### config.mk
export PLATFORM = sky130hd
export DESIGN_NAME = pwm_adc_average_tacho_tick_core
export DESIGN_NICKNAME = d
export VERILOG_FILES = /design/src/sv/pwmavg_pkg.sv /design/src/sv/pwm_adc_average_tacho_tick_core.sv /design/src/sv/pwmavg_div.sv /design/src/sv/pwmavg_ctrl.sv /design/src/sv/pwmavg_dp.sv
export SDC_FILE = /design/constraint.sdc
export NUM_CORES = 1
export LEC_CHECK = 0
export ABC_CLOCK_PERIOD_IN_PS = 11800
export BUFFER_PORTS_ARGS = -buffer_cell sky130_fd_sc_hd__buf_2
export CAP_MARGIN = 20
export CORE_MARGIN = 5
export CORE_UTILIZATION = 45
export DETAILED_ROUTE_END_ITERATION = 12
export GPL_ROUTABILITY_DRIVEN = 0
export PLACE_DENSITY = 0.61
export SLEW_MARGIN = 20
export SYNTH_ARGS = -nofsm -noshare
export SYNTH_HDL_FRONTEND = slang
export SYNTH_SLANG_ARGS = --single-unit
export TNS_END_PERCENT = 5
### constraint.sdc
create_clock -name clk -period 11.8 [get_ports clk]
set_input_delay 0.59 -clock clk [delete_from_list [all_inputs] [get_ports clk]]
set_output_delay 0.59 -clock clk [all_outputs]
set_load 0.02 [all_outputs]
### src/sv/pwmavg_pkg.sv
// shared types, constants and codes for the pwm, adc average and tacho tick block
`timescale 1ns / 1ps
`default_nettype none
package pwmavg_pkg;

  // sample counter width, the sum width follows from it
  localparam int COUNT_WIDTH = 12;
  localparam int SAMPLE_W    = 10;
  localparam int SUM_W       = COUNT_WIDTH + SAMPLE_W;
  localparam int DIV_STEP_W  = $clog2(SUM_W + 1);

  localparam int PERIOD_W = 8;
  localparam int DUTY_W   = 7;
  localparam int NUM_CH   = 3;
  localparam int CH_W     = 2;
  localparam int VAL_W    = 12;
  localparam int CUR_W    = 9;
  localparam int REV_W    = 16;

  localparam logic [COUNT_WIDTH-1:0] CNT_MAX      = '1;
  localparam logic [PERIOD_W-1:0]    PERIOD_RESET = 8'd50;

  // channel codes in round-robin order
  localparam logic [CH_W-1:0] CH_GATE1 = 2'd0;
  localparam logic [CH_W-1:0] CH_GATE2 = 2'd1;
  localparam logic [CH_W-1:0] CH_BATT  = 2'd2;

  // opcodes
  localparam logic [1:0] OP_TICK   = 2'd0;
  localparam logic [1:0] OP_SAMPLE = 2'd1;
  localparam logic [1:0] OP_DUTY   = 2'd2;

  // scaling by reciprocal: avg*1000/3072 and avg*292/100, exact for 10-bit averages
  localparam int AVG_W  = 10;
  localparam int MUL_W  = 18;
  localparam int PROD_W = AVG_W + MUL_W;
  localparam logic [MUL_W-1:0] CUR_MUL  = 18'd170667;
  localparam int               CUR_SHIFT = 19;
  localparam logic [MUL_W-1:0] VOLT_MUL = 18'd95683;
  localparam int               VOLT_SHIFT = 15;

  typedef struct packed {
    logic [1:0]          opcode;
    logic                gate_select;
    logic [7:0]          duty_value;
    logic [SAMPLE_W-1:0] adc_sample;
    logic                photo_level;
  } item_t;

  typedef struct packed {
    logic             gate1_active;
    logic             gate2_active;
    logic [CUR_W-1:0] gate1_current;
    logic [CUR_W-1:0] gate2_current;
    logic [VAL_W-1:0] battery_voltage;
    logic             window_ready;
    logic [REV_W-1:0] revolutions;
    logic [REV_W-1:0] revolution_ticks;
    logic [CH_W-1:0]  next_channel;
  } result_t;

  typedef enum logic [2:0] {
    S_IDLE,
    S_CHECK,
    S_START,
    S_DIV,
    S_SCALE,
    S_STORE,
    S_COMMIT
  } state_t;

  typedef struct packed {
    logic            accept;
    logic            start_div;
    logic            scale;
    logic            store;
    logic            commit;
    logic [CH_W-1:0] ch;
  } cmd_t;

  typedef struct packed {
    logic win_end;
    logic div_done;
    logic out_free;
  } status_t;

endpackage
`default_nettype wire

### src/sv/pwm_adc_average_tacho_tick_core.sv
// top level of the pwm, adc window average and tacho tick block
`timescale 1ns / 1ps
`default_nettype none
// Each transaction (tick, adc sample or duty request) yields one result after its state
// update. Samples, duty requests and ticks that do not close a window pass from acceptance
// to the result register through accept, decode and commit. A tick that closes the window
// also runs each of the three channel averages through the shared shift-subtract divider,
// one quotient bit per sum bit, with a start, scale and store step per channel, between
// decode and commit.
// The next transaction is taken while a result waits in the output register; its commit
// then waits until that result is taken. pwm_period is written through cfg_we/cfg_data;
// the user must write it only while the block is idle, the block itself does not enforce it.
module pwm_adc_average_tacho_tick_core (
  input  wire logic                            clk,
  input  wire logic                            rst,
  input  wire logic                            item_valid,
  output logic                                 item_ready,
  input  wire pwmavg_pkg::item_t               item,
  output logic                                 result_valid,
  input  wire logic                            result_ready,
  output pwmavg_pkg::result_t                  result,
  input  wire logic                            cfg_we,
  input  wire logic [pwmavg_pkg::PERIOD_W-1:0] cfg_data
);
  import pwmavg_pkg::*;

  cmd_t    cmd;
  status_t status;

  pwmavg_ctrl u_ctrl (
    .clk        (clk),
    .rst        (rst),
    .item_valid (item_valid),
    .item_ready (item_ready),
    .status     (status),
    .cmd        (cmd)
  );

  pwmavg_dp u_dp (
    .clk          (clk),
    .rst          (rst),
    .item         (item),
    .cmd          (cmd),
    .status       (status),
    .result_valid (result_valid),
    .result_ready (result_ready),
    .result       (result),
    .cfg_we       (cfg_we),
    .cfg_data     (cfg_data)
  );

endmodule
`default_nettype wire

### src/sv/pwmavg_div.sv
// shift-subtract divider, one quotient bit per cycle
`timescale 1ns / 1ps
`default_nettype none
module pwmavg_div (
  input  wire logic                               clk,
  input  wire logic                               rst,
  input  wire logic                               start,
  input  wire logic [pwmavg_pkg::SUM_W-1:0]       dividend,
  input  wire logic [pwmavg_pkg::COUNT_WIDTH-1:0] divisor,
  output logic                                    done,
  output logic [pwmavg_pkg::SUM_W-1:0]            quotient
);
  import pwmavg_pkg::*;

  logic                   busy;
  logic [DIV_STEP_W-1:0]  step;
  logic [COUNT_WIDTH-1:0] rem;
  logic [COUNT_WIDTH-1:0] dsr;
  logic [COUNT_WIDTH:0]   trial;
  logic                   fits;

  assign trial = {rem, quotient[SUM_W-1]};
  assign fits  = trial >= {1'b0, dsr};

  always_ff @(posedge clk) begin
    if (rst) begin
      busy <= 1'b0;
      done <= 1'b0;
      step <= '0;
    end else begin
      done <= 1'b0;
      if (start) begin
        busy <= 1'b1;
        step <= '0;
      end else if (busy) begin
        step <= step + DIV_STEP_W'(1);
        if (step == DIV_STEP_W'(SUM_W - 1)) begin
          busy <= 1'b0;
          done <= 1'b1;
        end
      end
    end
  end

  always_ff @(posedge clk) begin
    if (start) begin
      quotient <= dividend;
      rem      <= '0;
      dsr      <= divisor;
    end else if (busy) begin
      quotient <= {quotient[SUM_W-2:0], fits};
      if (fits) begin
        rem <= COUNT_WIDTH'(trial - {1'b0, dsr});
      end else begin
        rem <= trial[COUNT_WIDTH-1:0];
      end
    end
  end

endmodule
`default_nettype wire

### src/sv/pwmavg_ctrl.sv
// controller state machine: sequences each transaction and the window-end averaging
`timescale 1ns / 1ps
`default_nettype none
module pwmavg_ctrl (
  input  wire logic                clk,
  input  wire logic                rst,
  input  wire logic                item_valid,
  output logic                     item_ready,
  input  wire pwmavg_pkg::status_t status,
  output pwmavg_pkg::cmd_t         cmd
);
  import pwmavg_pkg::*;

  state_t          state;
  state_t          state_next;
  logic [CH_W-1:0] ch;
  logic [CH_W-1:0] ch_next;

  always_ff @(posedge clk) begin
    if (rst) begin
      state <= S_IDLE;
      ch    <= CH_GATE1;
    end else begin
      state <= state_next;
      ch    <= ch_next;
    end
  end

  always_comb begin
    state_next = state;
    ch_next    = ch;
    cmd        = '0;
    cmd.ch     = ch;
    item_ready = 1'b0;
    case (state)
      S_IDLE: begin
        // nothing is taken while reset is held
        item_ready = !rst;
        if (item_valid && !rst) begin
          cmd.accept = 1'b1;
          state_next = S_CHECK;
        end
      end
      S_CHECK: begin
        if (status.win_end) begin
          ch_next    = CH_GATE1;
          state_next = S_START;
        end else begin
          state_next = S_COMMIT;
        end
      end
      S_START: begin
        cmd.start_div = 1'b1;
        state_next    = S_DIV;
      end
      S_DIV: begin
        if (status.div_done) begin
          state_next = S_SCALE;
        end
      end
      S_SCALE: begin
        cmd.scale  = 1'b1;
        state_next = S_STORE;
      end
      S_STORE: begin
        cmd.store = 1'b1;
        if (ch == CH_BATT) begin
          state_next = S_COMMIT;
        end else begin
          ch_next    = ch + CH_W'(1);
          state_next = S_START;
        end
      end
      S_COMMIT: begin
        if (status.out_free) begin
          cmd.commit = 1'b1;
          state_next = S_IDLE;
        end
      end
      default: begin
        state_next = S_IDLE;
      end
    endcase
  end

  // channel walk never leaves the three real channels
  a_ch_range: assert property (@(posedge clk) disable iff (rst)
    (cmd.start_div || cmd.scale || cmd.store) |-> ch != 2'd3)
    else $error("averaging channel out of range");

endmodule
`default_nettype wire

### src/sv/pwmavg_dp.sv
// datapath: pwm, sample sums, tacho state, divider, scaler and result register
`timescale 1ns / 1ps
`default_nettype none
module pwmavg_dp (
  input  wire logic                                clk,
  input  wire logic                                rst,
  input  wire pwmavg_pkg::item_t                   item,
  input  wire pwmavg_pkg::cmd_t                    cmd,
  output pwmavg_pkg::status_t                      status,
  output logic                                     result_valid,
  input  wire logic                                result_ready,
  output pwmavg_pkg::result_t                      result,
  input  wire logic                                cfg_we,
  input  wire logic [pwmavg_pkg::PERIOD_W-1:0]     cfg_data
);
  import pwmavg_pkg::*;

  item_t                  cur;
  logic [PERIOD_W-1:0]    period;
  logic [PERIOD_W-1:0]    pwm_counter;
  logic [DUTY_W-1:0]      duty_active [2];
  logic [DUTY_W-1:0]      duty_request [2];
  logic [CH_W-1:0]        sample_channel;
  logic [SUM_W-1:0]       sums [NUM_CH];
  logic [COUNT_WIDTH-1:0] counts [NUM_CH];
  logic [VAL_W-1:0]       avg_val [NUM_CH];
  logic [VAL_W-1:0]       avg_tmp [NUM_CH];
  logic [REV_W-1:0]       tick_counter;
  logic [REV_W-1:0]       rev_count;
  logic [REV_W-1:0]       rev_period;
  logic                   photo_previous;
  logic [PROD_W-1:0]      product;

  logic [PERIOD_W-1:0]    pwm_counter_next;
  logic [DUTY_W-1:0]      duty_active_next [2];
  logic [DUTY_W-1:0]      duty_request_next [2];
  logic [CH_W-1:0]        sample_channel_next;
  logic [VAL_W-1:0]       avg_val_next [NUM_CH];
  logic [REV_W-1:0]       tick_counter_next;
  logic [REV_W-1:0]       rev_count_next;
  logic [REV_W-1:0]       rev_period_next;
  logic                   photo_previous_next;
  logic                   clear_win;
  logic                   acc;
  result_t                result_next;

  logic [PERIOD_W-1:0]    pc_inc;
  logic [REV_W-1:0]       tick_inc;
  logic [CH_W-1:0]        rd_ch;
  logic                   rd_ok;
  logic [SUM_W-1:0]       sum_rd;
  logic [COUNT_WIDTH-1:0] cnt_rd;
  logic                   div_done;
  logic [SUM_W-1:0]       quotient;
  logic [AVG_W-1:0]       avg_in;
  logic [MUL_W-1:0]       mul;
  logic [PROD_W-1:0]      cur_sh;
  logic [PROD_W-1:0]      volt_sh;

  assign pc_inc   = pwm_counter + PERIOD_W'(1);
  assign tick_inc = tick_counter + REV_W'(1);

  assign status.win_end  = (cur.opcode == OP_TICK) && (pc_inc >= period);
  assign status.div_done = div_done;
  assign status.out_free = !result_valid || result_ready;

  // one read port on the sums: averaging channel on the divider start and scale steps, else the sample channel
  assign rd_ch  = (cmd.start_div || cmd.scale) ? cmd.ch : sample_channel;
  assign rd_ok  = rd_ch != 2'd3;
  assign sum_rd = rd_ok ? sums[rd_ch] : '0;
  assign cnt_rd = rd_ok ? counts[rd_ch] : '0;

  pwmavg_div u_div (
    .clk      (clk),
    .rst      (rst),
    .start    (cmd.start_div),
    .dividend (sum_rd),
    .divisor  (cnt_rd),
    .done     (div_done),
    .quotient (quotient)
  );

  // empty window averages to zero
  assign avg_in  = (cnt_rd == '0) ? '0 : quotient[AVG_W-1:0];
  assign mul     = (cmd.ch == CH_BATT) ? VOLT_MUL : CUR_MUL;
  assign cur_sh  = product >> CUR_SHIFT;
  assign volt_sh = product >> VOLT_SHIFT;

  always_ff @(posedge clk) begin
    if (cmd.accept) begin
      cur <= item;
    end
    if (cmd.scale) begin
      product <= PROD_W'(avg_in) * PROD_W'(mul);
    end
    if (cmd.store) begin
      for (int i = 0; i < NUM_CH; i++) begin
        if (cmd.ch == CH_W'(i)) begin
          avg_tmp[i] <= (cmd.ch == CH_BATT) ? volt_sh[VAL_W-1:0] : cur_sh[VAL_W-1:0];
        end
      end
    end
  end

  always_comb begin
    pwm_counter_next     = pwm_counter;
    duty_active_next[0]  = duty_active[0];
    duty_active_next[1]  = duty_active[1];
    duty_request_next[0] = duty_request[0];
    duty_request_next[1] = duty_request[1];
    sample_channel_next  = sample_channel;
    for (int i = 0; i < NUM_CH; i++) begin
      avg_val_next[i] = avg_val[i];
    end
    tick_counter_next   = tick_counter;
    rev_count_next      = rev_count;
    rev_period_next     = rev_period;
    photo_previous_next = photo_previous;
    clear_win           = 1'b0;
    acc                 = 1'b0;
    case (cur.opcode)
      OP_TICK: begin
        pwm_counter_next = pc_inc;
        if (pc_inc >= period) begin
          pwm_counter_next    = '0;
          duty_active_next[0] = duty_request[0];
          duty_active_next[1] = duty_request[1];
          for (int i = 0; i < NUM_CH; i++) begin
            avg_val_next[i] = avg_tmp[i];
          end
          clear_win = 1'b1;
        end
        tick_counter_next = tick_inc;
        if (cur.photo_level) begin
          if (photo_previous) begin
            rev_count_next    = rev_count + REV_W'(1);
            rev_period_next   = tick_inc;
            tick_counter_next = '0;
          end
          photo_previous_next = 1'b0;
        end else begin
          photo_previous_next = 1'b1;
        end
      end
      OP_SAMPLE: begin
        acc = rd_ok && (cnt_rd != CNT_MAX);
        sample_channel_next = (sample_channel >= CH_BATT) ? CH_GATE1
                                                          : sample_channel + CH_W'(1);
      end
      OP_DUTY: begin
        duty_request_next[cur.gate_select] = cur.duty_value[7:1];
        if (duty_request_next[0] == '0) begin
          duty_active_next[0] = '0;
        end
        if (duty_request_next[1] == '0) begin
          duty_active_next[1] = '0;
        end
      end
      default: begin
      end
    endcase
  end

  always_comb begin
    result_next.gate1_active     = {1'b0, duty_active_next[0]} > pwm_counter_next;
    result_next.gate2_active     = {1'b0, duty_active_next[1]} > pwm_counter_next;
    result_next.gate1_current    = avg_val_next[0][CUR_W-1:0];
    result_next.gate2_current    = avg_val_next[1][CUR_W-1:0];
    result_next.battery_voltage  = avg_val_next[2];
    result_next.window_ready     = clear_win;
    result_next.revolutions      = rev_count_next;
    result_next.revolution_ticks = rev_period_next;
    result_next.next_channel     = sample_channel_next;
  end

  always_ff @(posedge clk) begin
    if (rst) begin
      period          <= PERIOD_RESET;
      pwm_counter     <= '0;
      duty_active[0]  <= '0;
      duty_active[1]  <= '0;
      duty_request[0] <= '0;
      duty_request[1] <= '0;
      sample_channel  <= CH_GATE1;
      for (int i = 0; i < NUM_CH; i++) begin
        sums[i]    <= '0;
        counts[i]  <= '0;
        avg_val[i] <= '0;
      end
      tick_counter   <= '0;
      rev_count      <= '0;
      rev_period     <= '0;
      photo_previous <= 1'b0;
      result_valid   <= 1'b0;
    end else begin
      if (cfg_we) begin
        period <= cfg_data;
      end
      if (cmd.commit) begin
        pwm_counter     <= pwm_counter_next;
        duty_active[0]  <= duty_active_next[0];
        duty_active[1]  <= duty_active_next[1];
        duty_request[0] <= duty_request_next[0];
        duty_request[1] <= duty_request_next[1];
        sample_channel  <= sample_channel_next;
        for (int i = 0; i < NUM_CH; i++) begin
          avg_val[i] <= avg_val_next[i];
          if (clear_win) begin
            sums[i]   <= '0;
            counts[i] <= '0;
          end else if (acc && (sample_channel == CH_W'(i))) begin
            sums[i]   <= sums[i] + SUM_W'(cur.adc_sample);
            counts[i] <= counts[i] + COUNT_WIDTH'(1);
          end
        end
        tick_counter   <= tick_counter_next;
        rev_count      <= rev_count_next;
        rev_period     <= rev_period_next;
        photo_previous <= photo_previous_next;
        result_valid   <= 1'b1;
      end else if (result_ready) begin
        result_valid <= 1'b0;
      end
    end
  end

  always_ff @(posedge clk) begin
    if (cmd.commit) begin
      result <= result_next;
    end
  end

  a_commit_slot: assert property (@(posedge clk) disable iff (rst)
    cmd.commit |-> (!result_valid || result_ready))
    else $error("result register overwritten before transaction");

  a_chan_range: assert property (@(posedge clk) disable iff (rst)
    sample_channel != 2'd3)
    else $error("sample channel out of range");

  a_ready_pulse: assert property (@(posedge clk) disable iff (rst)
    (cmd.commit && status.win_end) |=> (result_valid && result.window_ready))
    else $error("window end without ready pulse");

endmodule
`default_nettype wire
---- Yosys cells after proc, flatten, opt, wreduce, memory -nomap -nowiden ----
Memory sizes are Yosys's and may differ from the RTL's.
Index checks and enable logic that the tools add are counted.
word-level totals
  flip-flop bits (word level) ............. 243
  memory bits (writable) .................. 202
  output and inout bits ................... 69
  logic and storage cells ................. 243
  memories kept ........................... 6
cells by class
  add/sub/neg operators ................... 13
  multipliers ............................. 1
  $lt $le $gt $ge ......................... 7
  eq/ne operators ......................... 20
  multiplexer cells ....................... 116
  bitwise logic cells ..................... 21
  reductions and logical operators ........ 28
memories
  name               words  width  rd ports  clocked after memory_dff  wr ports  line             RTL
  u_dp.sums          3      22     4         0                         3         pwmavg_dp.sv:24  logic [SUM_W-1:0] sums [NUM_CH];
  u_dp.avg_tmp       3      12     3         0                         1         pwmavg_dp.sv:27  logic [VAL_W-1:0] avg_tmp [NUM_CH];
  u_dp.avg_val       3      12     3         0                         3         pwmavg_dp.sv:26  logic [VAL_W-1:0] avg_val [NUM_CH];
  u_dp.counts        3      12     4         0                         3         pwmavg_dp.sv:25  logic [COUNT_WIDTH-1:0] counts [NUM_CH];
  u_dp.duty_active   2      7      2         0                         2         pwmavg_dp.sv:21  logic [DUTY_W-1:0] duty_active [2];
  u_dp.duty_request  2      7      2         0                         2         pwmavg_dp.sv:22  logic [DUTY_W-1:0] duty_request [2];
operator list
  kind                     count
  $mux W22                 9
  $mux W12                 14
  $mux W16                 8
  $mux W36                 2
  $add A22 B10 Y22         3
  $mux W1                  53
  $mux W7                  7
  $add A12 B1 Y12 const B  3
  $add A16 B1 Y16 const B  2
  $mul A10 B18 Y28         1
  $mux W14                 2
  $pmux W14 S2             1
  $reduce_or A12 Y1        2
  $pmux W3 S7              1
  $or A1 B1 Y1             19
  $mux W18                 1
  $gt A7 B8 Y1             2
  $mux W8                  2
  $mux W3                  5
  $bwmux W14               1
  $logic_not A7 Y1         2
  $mux W2                  7
  $ge A13 B12 Y1           1
  $logic_not A12 Y1        1
  other kinds (31)         57

---- Logic depth before layout (Yosys ltp) ----
  word-level depth ........................ 16
  mapped depth ............................ 34
  depth with buffers taken out ............ 30

---- Hierarchy ----
From an unflattened synthesis, not the netlist that was laid out.
unflattened totals
  cell total of the unflattened synthesis .. 2260
  area, all modules ....................... 24878.9 sq um
by module, submodules not included
  module       times used  cells each  area each (sq um)  sequential area each (sq um)
  pwmavg_dp    1           1975        21735.8            10099.7
  pwmavg_div   1           241         2750.1             1401.3
  pwmavg_ctrl  1           44          392.9              100.1

---- Worst setup path before layout ----
Ideal clock, no wire load.
  path type ............................... flip-flop to flip-flop
  start point ............................. reg u_ctrl.state[2]
  end point ............................... reg u_dp.product[26] (data pin)
  data arrival time ....................... 7563 ps
  data required time ...................... 11541 ps
  setup slack ............................. 3978 ps
  cell stages (with the launch flop) ...... 34
  clock period less this slack ............ 7822 ps
  cell sequence ........................... dfxtp_1 buf_2 xor2_2 nand2_2 buf_2 a21oi_1 mux2i_1 o21ai_0 or4_1 clkbuf_1 buf_2 nand2_1 inv_1 nand2_1 o21ai_0 ha_1 inv_1 fa_1 inv_1 fa_1 fa_1 inv_1 fa_1 inv_1 ha_1 nand4_1 or2_2 o311ai_0 a311oi_1 o22ai_1 a21oi_1 o21ai_0 o21ai_0 xnor2_1
between the ends
  word-level cells in the longest chain between the ends .. 9
  elaborated cells between the ends (all ways) .. 12
  those cells by class .................... mul: 1; eq/ne: 3; mux: 5; reduce/logical: 2; memory: 1
RTL lines
  element                                                line               RTL
  start, declared                                        pwmavg_ctrl.sv:14  state_t state;
  start signal, assigned                                 pwmavg_ctrl.sv:24  state <= state_next;
  $eq A3 B2 Y1 / $eq A3 B3 Y1 (equally long branches)    pwmavg_ctrl.sv:35  case (state)
  $mux W1                                                pwmavg_ctrl.sv:35
  $logic_or A1 B1 Y1 *                                   pwmavg_dp.sv:68    assign rd_ch = (cmd.start_div || cmd.scale) ? cmd.ch : sample_channel;
  $mux W2 *                                              pwmavg_dp.sv:68
  $mem_v2 Z3 W12 / $ne A2 B2 Y1 (equally long branches)  --
  $mux W12 *                                             pwmavg_dp.sv:71    assign cnt_rd = rd_ok ? counts[rd_ch] : '0;
  via u_dp.cnt_rd[4]                                     pwmavg_dp.sv:52    logic [COUNT_WIDTH-1:0] cnt_rd;
  $logic_not A12 Y1 *                                    pwmavg_dp.sv:84    assign avg_in = (cnt_rd == '0) ? '0 : quotient[AVG_W-1:0];
  $mux W10 *                                             pwmavg_dp.sv:84
  $mul A10 B18 Y28 *                                     pwmavg_dp.sv:94    product <= PROD_W'(avg_in) * PROD_W'(mul);
  end signal, assigned                                   pwmavg_dp.sv:94
  end, declared                                          pwmavg_dp.sv:32    logic [PROD_W-1:0] product;
The timed path passes the listed nets; every way through them passes the cells marked *.
A chain may end at the register's enable or synchronous reset.

---- Worst setup path in the final report ----
  start point ............................. reg u_ctrl.state[2]
  end point ............................... reg u_dp.product[27] (data pin)
The elaborated chain is that of the path after synthesis.

==> results.json <==
{
  "gr-usage-all-layers": 0.180,
  "dp_hpwl_um": 39000,
  "fin_crit_ns": 9.74,
  "cts-root-buf": "clkbuf_16",
  "finClkSkew_ns": 0.0243,
  "syn_area_um2": 24900,
  "finalCritPeriodShare": 0.825,
  "nNetsFinal": 2758,
  "final_cell_area_um2": 27700,
  "grt_pass1_vias": 17520,
  "nFillCells": 4878,
  "area_delta_synth_final_pct": 11.3,
  "core-area_um2": 54900,
  "yosys_register_bits": 417,
  "antenna_found_initial": 0,
  "cts-buffers-inserted": 48,
  "reg2reg_slack_ns": 2.06,
  "slew_viol_final": 0,
  "synth_edf_count": 325,
  "slew_headroom": 0.258,
  "start_kind": "flop",
  "final_core_utilization": 0.504,
  "maxCapViolCount": 0,
  "rsz0062_at_grt": "no",
  "power.total_mw": 8.74,
  "setup_viol": 0,
  "yosys_warnings": 0,
  "antenna_cells": 0,
  "drive_gt1_frac": 0.100,
  "initial_core_util": 0.453,
  "grt_max_degree": 75,
  "crit_arrival_ns": 10.07,
  "multi_input_area_um2": 12200,
  "drt_iter0_drc": 1038,
  "die_area_um2": 60000,
  "drc": 0,
  "yosysSeqAreaShare": 0.467,
  "tightest_slew_ns": 1.11,
  "clk_latency_ns": 0.60,
  "clk_pin_slew_ns": 0.06,
  "fp.dieW_um": 245,
  "grt_pass1_wl_um": 89700,
  "synthCells": 2404,
  "place_area_um2": 26100,
  "cts.hold.buffers_added": 0,
  "synth_cell_types": 62,
  "critPathMaxFanout": 34,
  "timing_hold_violations_final": 0,
  "status": "finished clean",
  "cts_resized": 0,
  "cp_slowest_cell": "o21ai_4",
  "die_y_um": 245,
  "io_pins": 104,
  "numClockSinks": 417,
  "synth_ff_type": "edfxtp_1",
  "end_kind": "flop",
  "port-buffer-count": 102,
  "slowest_delay_ns": 0.84,
  "post_cts_buffers": 0,
  "cts_tree": "built",
  "path_class": "flop to flop",
  "cp.required_ns": 12.13,
  "num_vias": 17446,
  "hp-class": "input port to flop",
  "grt-ovfl-total": 0,
  "ir_worst_vdd_uv": 454,
  "tns_ns": 0,
  "fmax_ghz": 0.103,
  "finalHoldWorstSlack_ns": 0.163,
  "wire_per_inst_um": 17.0,
  "powerDensity_nw_per_um2": 316,
  "cpMostUsedCell": "inv_1",
  "avgSynthCellArea_um2": 10.3,
  "regArea_um2": 11600,
  "async_flop_share": 0,
  "ant_nets": 0,
  "dr.pass1.iters": 5,
  "routed_via_density": 5.41,
  "power_leakage_nw": 11.2,
  "drt_wl_total_um": 54700,
  "h-tree-depth": 2,
  "ctsLongestPathBuffers": 3,
  "row_count": 86
}
[sequential cells by signal (all words and copies together), names as in the netlist, 2 cells and up]
signal               cells
u_dp.duty_active        14
u_dp.counts             36
u_dp.tick_counter       16
u_dp.duty_request       14
u_dp.avg_val            30
u_dp.u_div.rem          12
u_dp.rev_count          16
u_ctrl.ch                2
u_dp.rev_period         16
u_dp.period              8
u_dp.u_div.step          5
u_dp.result             67
u_dp.sums               66
u_dp.product            13
u_dp.sample_channel      2
u_dp.pwm_counter         8
u_dp.avg_tmp            30
u_dp.u_div.dsr          12
u_dp.u_div.quotient     22
u_ctrl.state             3
u_dp.cur                21
[layout make-up]
| cell class | instances | area share |
|---|---|---|
| clock buffers | 59 | 0.0456 |
| clock inverters | 31 | 0.0123 |
| flip-flops and latches | 417 | 0.419 |
| inverters | 195 | 0.0265 |
| multi-input cells | 1699 | 0.441 |
| repair buffers | 119 | 0.0231 |
| well taps | 704 | 0.0318 |
[final timing paths]
kind,startpoint,endpoint,cells past startpoint
worst min register to register,u_dp.rev_period[5],u_dp.rev_period[5],2
worst max-delay path,u_ctrl.state[2],u_dp.product[27],30
worst max register to register,u_ctrl.state[2],u_dp.product[27],30
worst min-delay path,item[15],u_dp.cur[15],1
[layer usage]
| metal | wire (µm) | GRT usage | vias to the layer above |
|---|---|---|---|
| met5 | 0 | 0 | - |
| met4 | 1290 | 0.0503 | 0 |
| met3 | 2750 | 0.0255 | 87 |
| met2 | 25600 | 0.304 | 398 |
| met1 | 25000 | 0.247 | 8385 |
| li1 | - | - | 8576 |
[cells in the mapped netlist (8+ instances only)]
cell type / count / area [µm²]
xnor2_1: 84 / 736
nand2_1: 237 / 890
nand4_1: 16 / 100
a22o_1: 26 / 228
fa_1: 90 / 1800
nand3_1: 51 / 255
ha_1: 153 / 1910
edfxtp_1: 325 / 9760
or2_2: 8 / 50.1
o21ai_0: 142 / 711
dfxtp_1: 92 / 1840
clkbuf_1: 82 / 308
nor3b_1: 8 / 60.1
or3_1: 20 / 125
inv_1: 194 / 728
mux2_2: 41 / 462
a22oi_1: 14 / 105
nand2b_1: 24 / 150
mux2i_1: 33 / 330
a21o_1: 26 / 195
nor2_1: 227 / 852
a21oi_1: 163 / 816
o211ai_1: 11 / 82.6
and3_1: 34 / 213
a211oi_1: 19 / 143
o21a_1: 11 / 82.6
a21boi_0: 15 / 113
nor2b_1: 53 / 332
buf_1: 11 / 41.3
nor3_1: 53 / 265
xor2_1: 60 / 526
[cell families after synthesis]
| logic type | share of synthesized area |
|---|---|
| and+or+nand+nor | 0.139 |
| other | 0.000302 |
| muxes | 0.0319 |
| buffers and inverters | 0.0443 |
| DFF | 0.467 |
| xor gates and xnor gates | 0.0514 |
| adders and majority gates | 0.150 |
| AOI/OAI and AO/OA | 0.117 |
[cell usage in the layout (no fill, tap or decap), types with 41 or more instances in the layout]
cell type and instances:
nor3_1 53, clkbuf_16 48, nand3_1 50, edfxtp_1 325
ha_1 153, nand2_1 235, xor2_1 60, nor2b_1 53
a21oi_1 162, xnor2_1 84, dfxtp_1 92, o21ai_0 142
mux2_2 41, buf_2 102, nor2_1 227, fa_1 90
inv_1 193
[power by group]
group	leakage [nW]	switching (mW)	total [mW]	internal, mW
logic	6.43	2.96	5.28	2.31
clock network	0.781	0.620	1.50	0.880
registers	3.96	0.0869	1.97	1.88
total	11.2	3.67	8.74	5.07
[per-stage QoR]
step           setup WS, ns  instances
6_report               2.06       3224
3_3_place_gp           2.19       3134
5_1_grt                1.42       3224
4_1_cts                2.03       3224
3_5_place_dp           2.09       3134
2_1_floorplan          3.98       2408
[critical path: cells and delay by family, from the launching register on]
| kind | cells | cell delay [ns] |
|---|---|---|
| compound gates | 12 | 3.14 |
| fa+ha+maj | 6 | 2.72 |
| simple gates | 5 | 2.08 |
| flops | 1 | 0.70 |
| xor+xnor | 2 | 0.42 |
| buf+inv | 5 | 0.38 |
No activity file was read; power rests on OpenSTA's default activity.
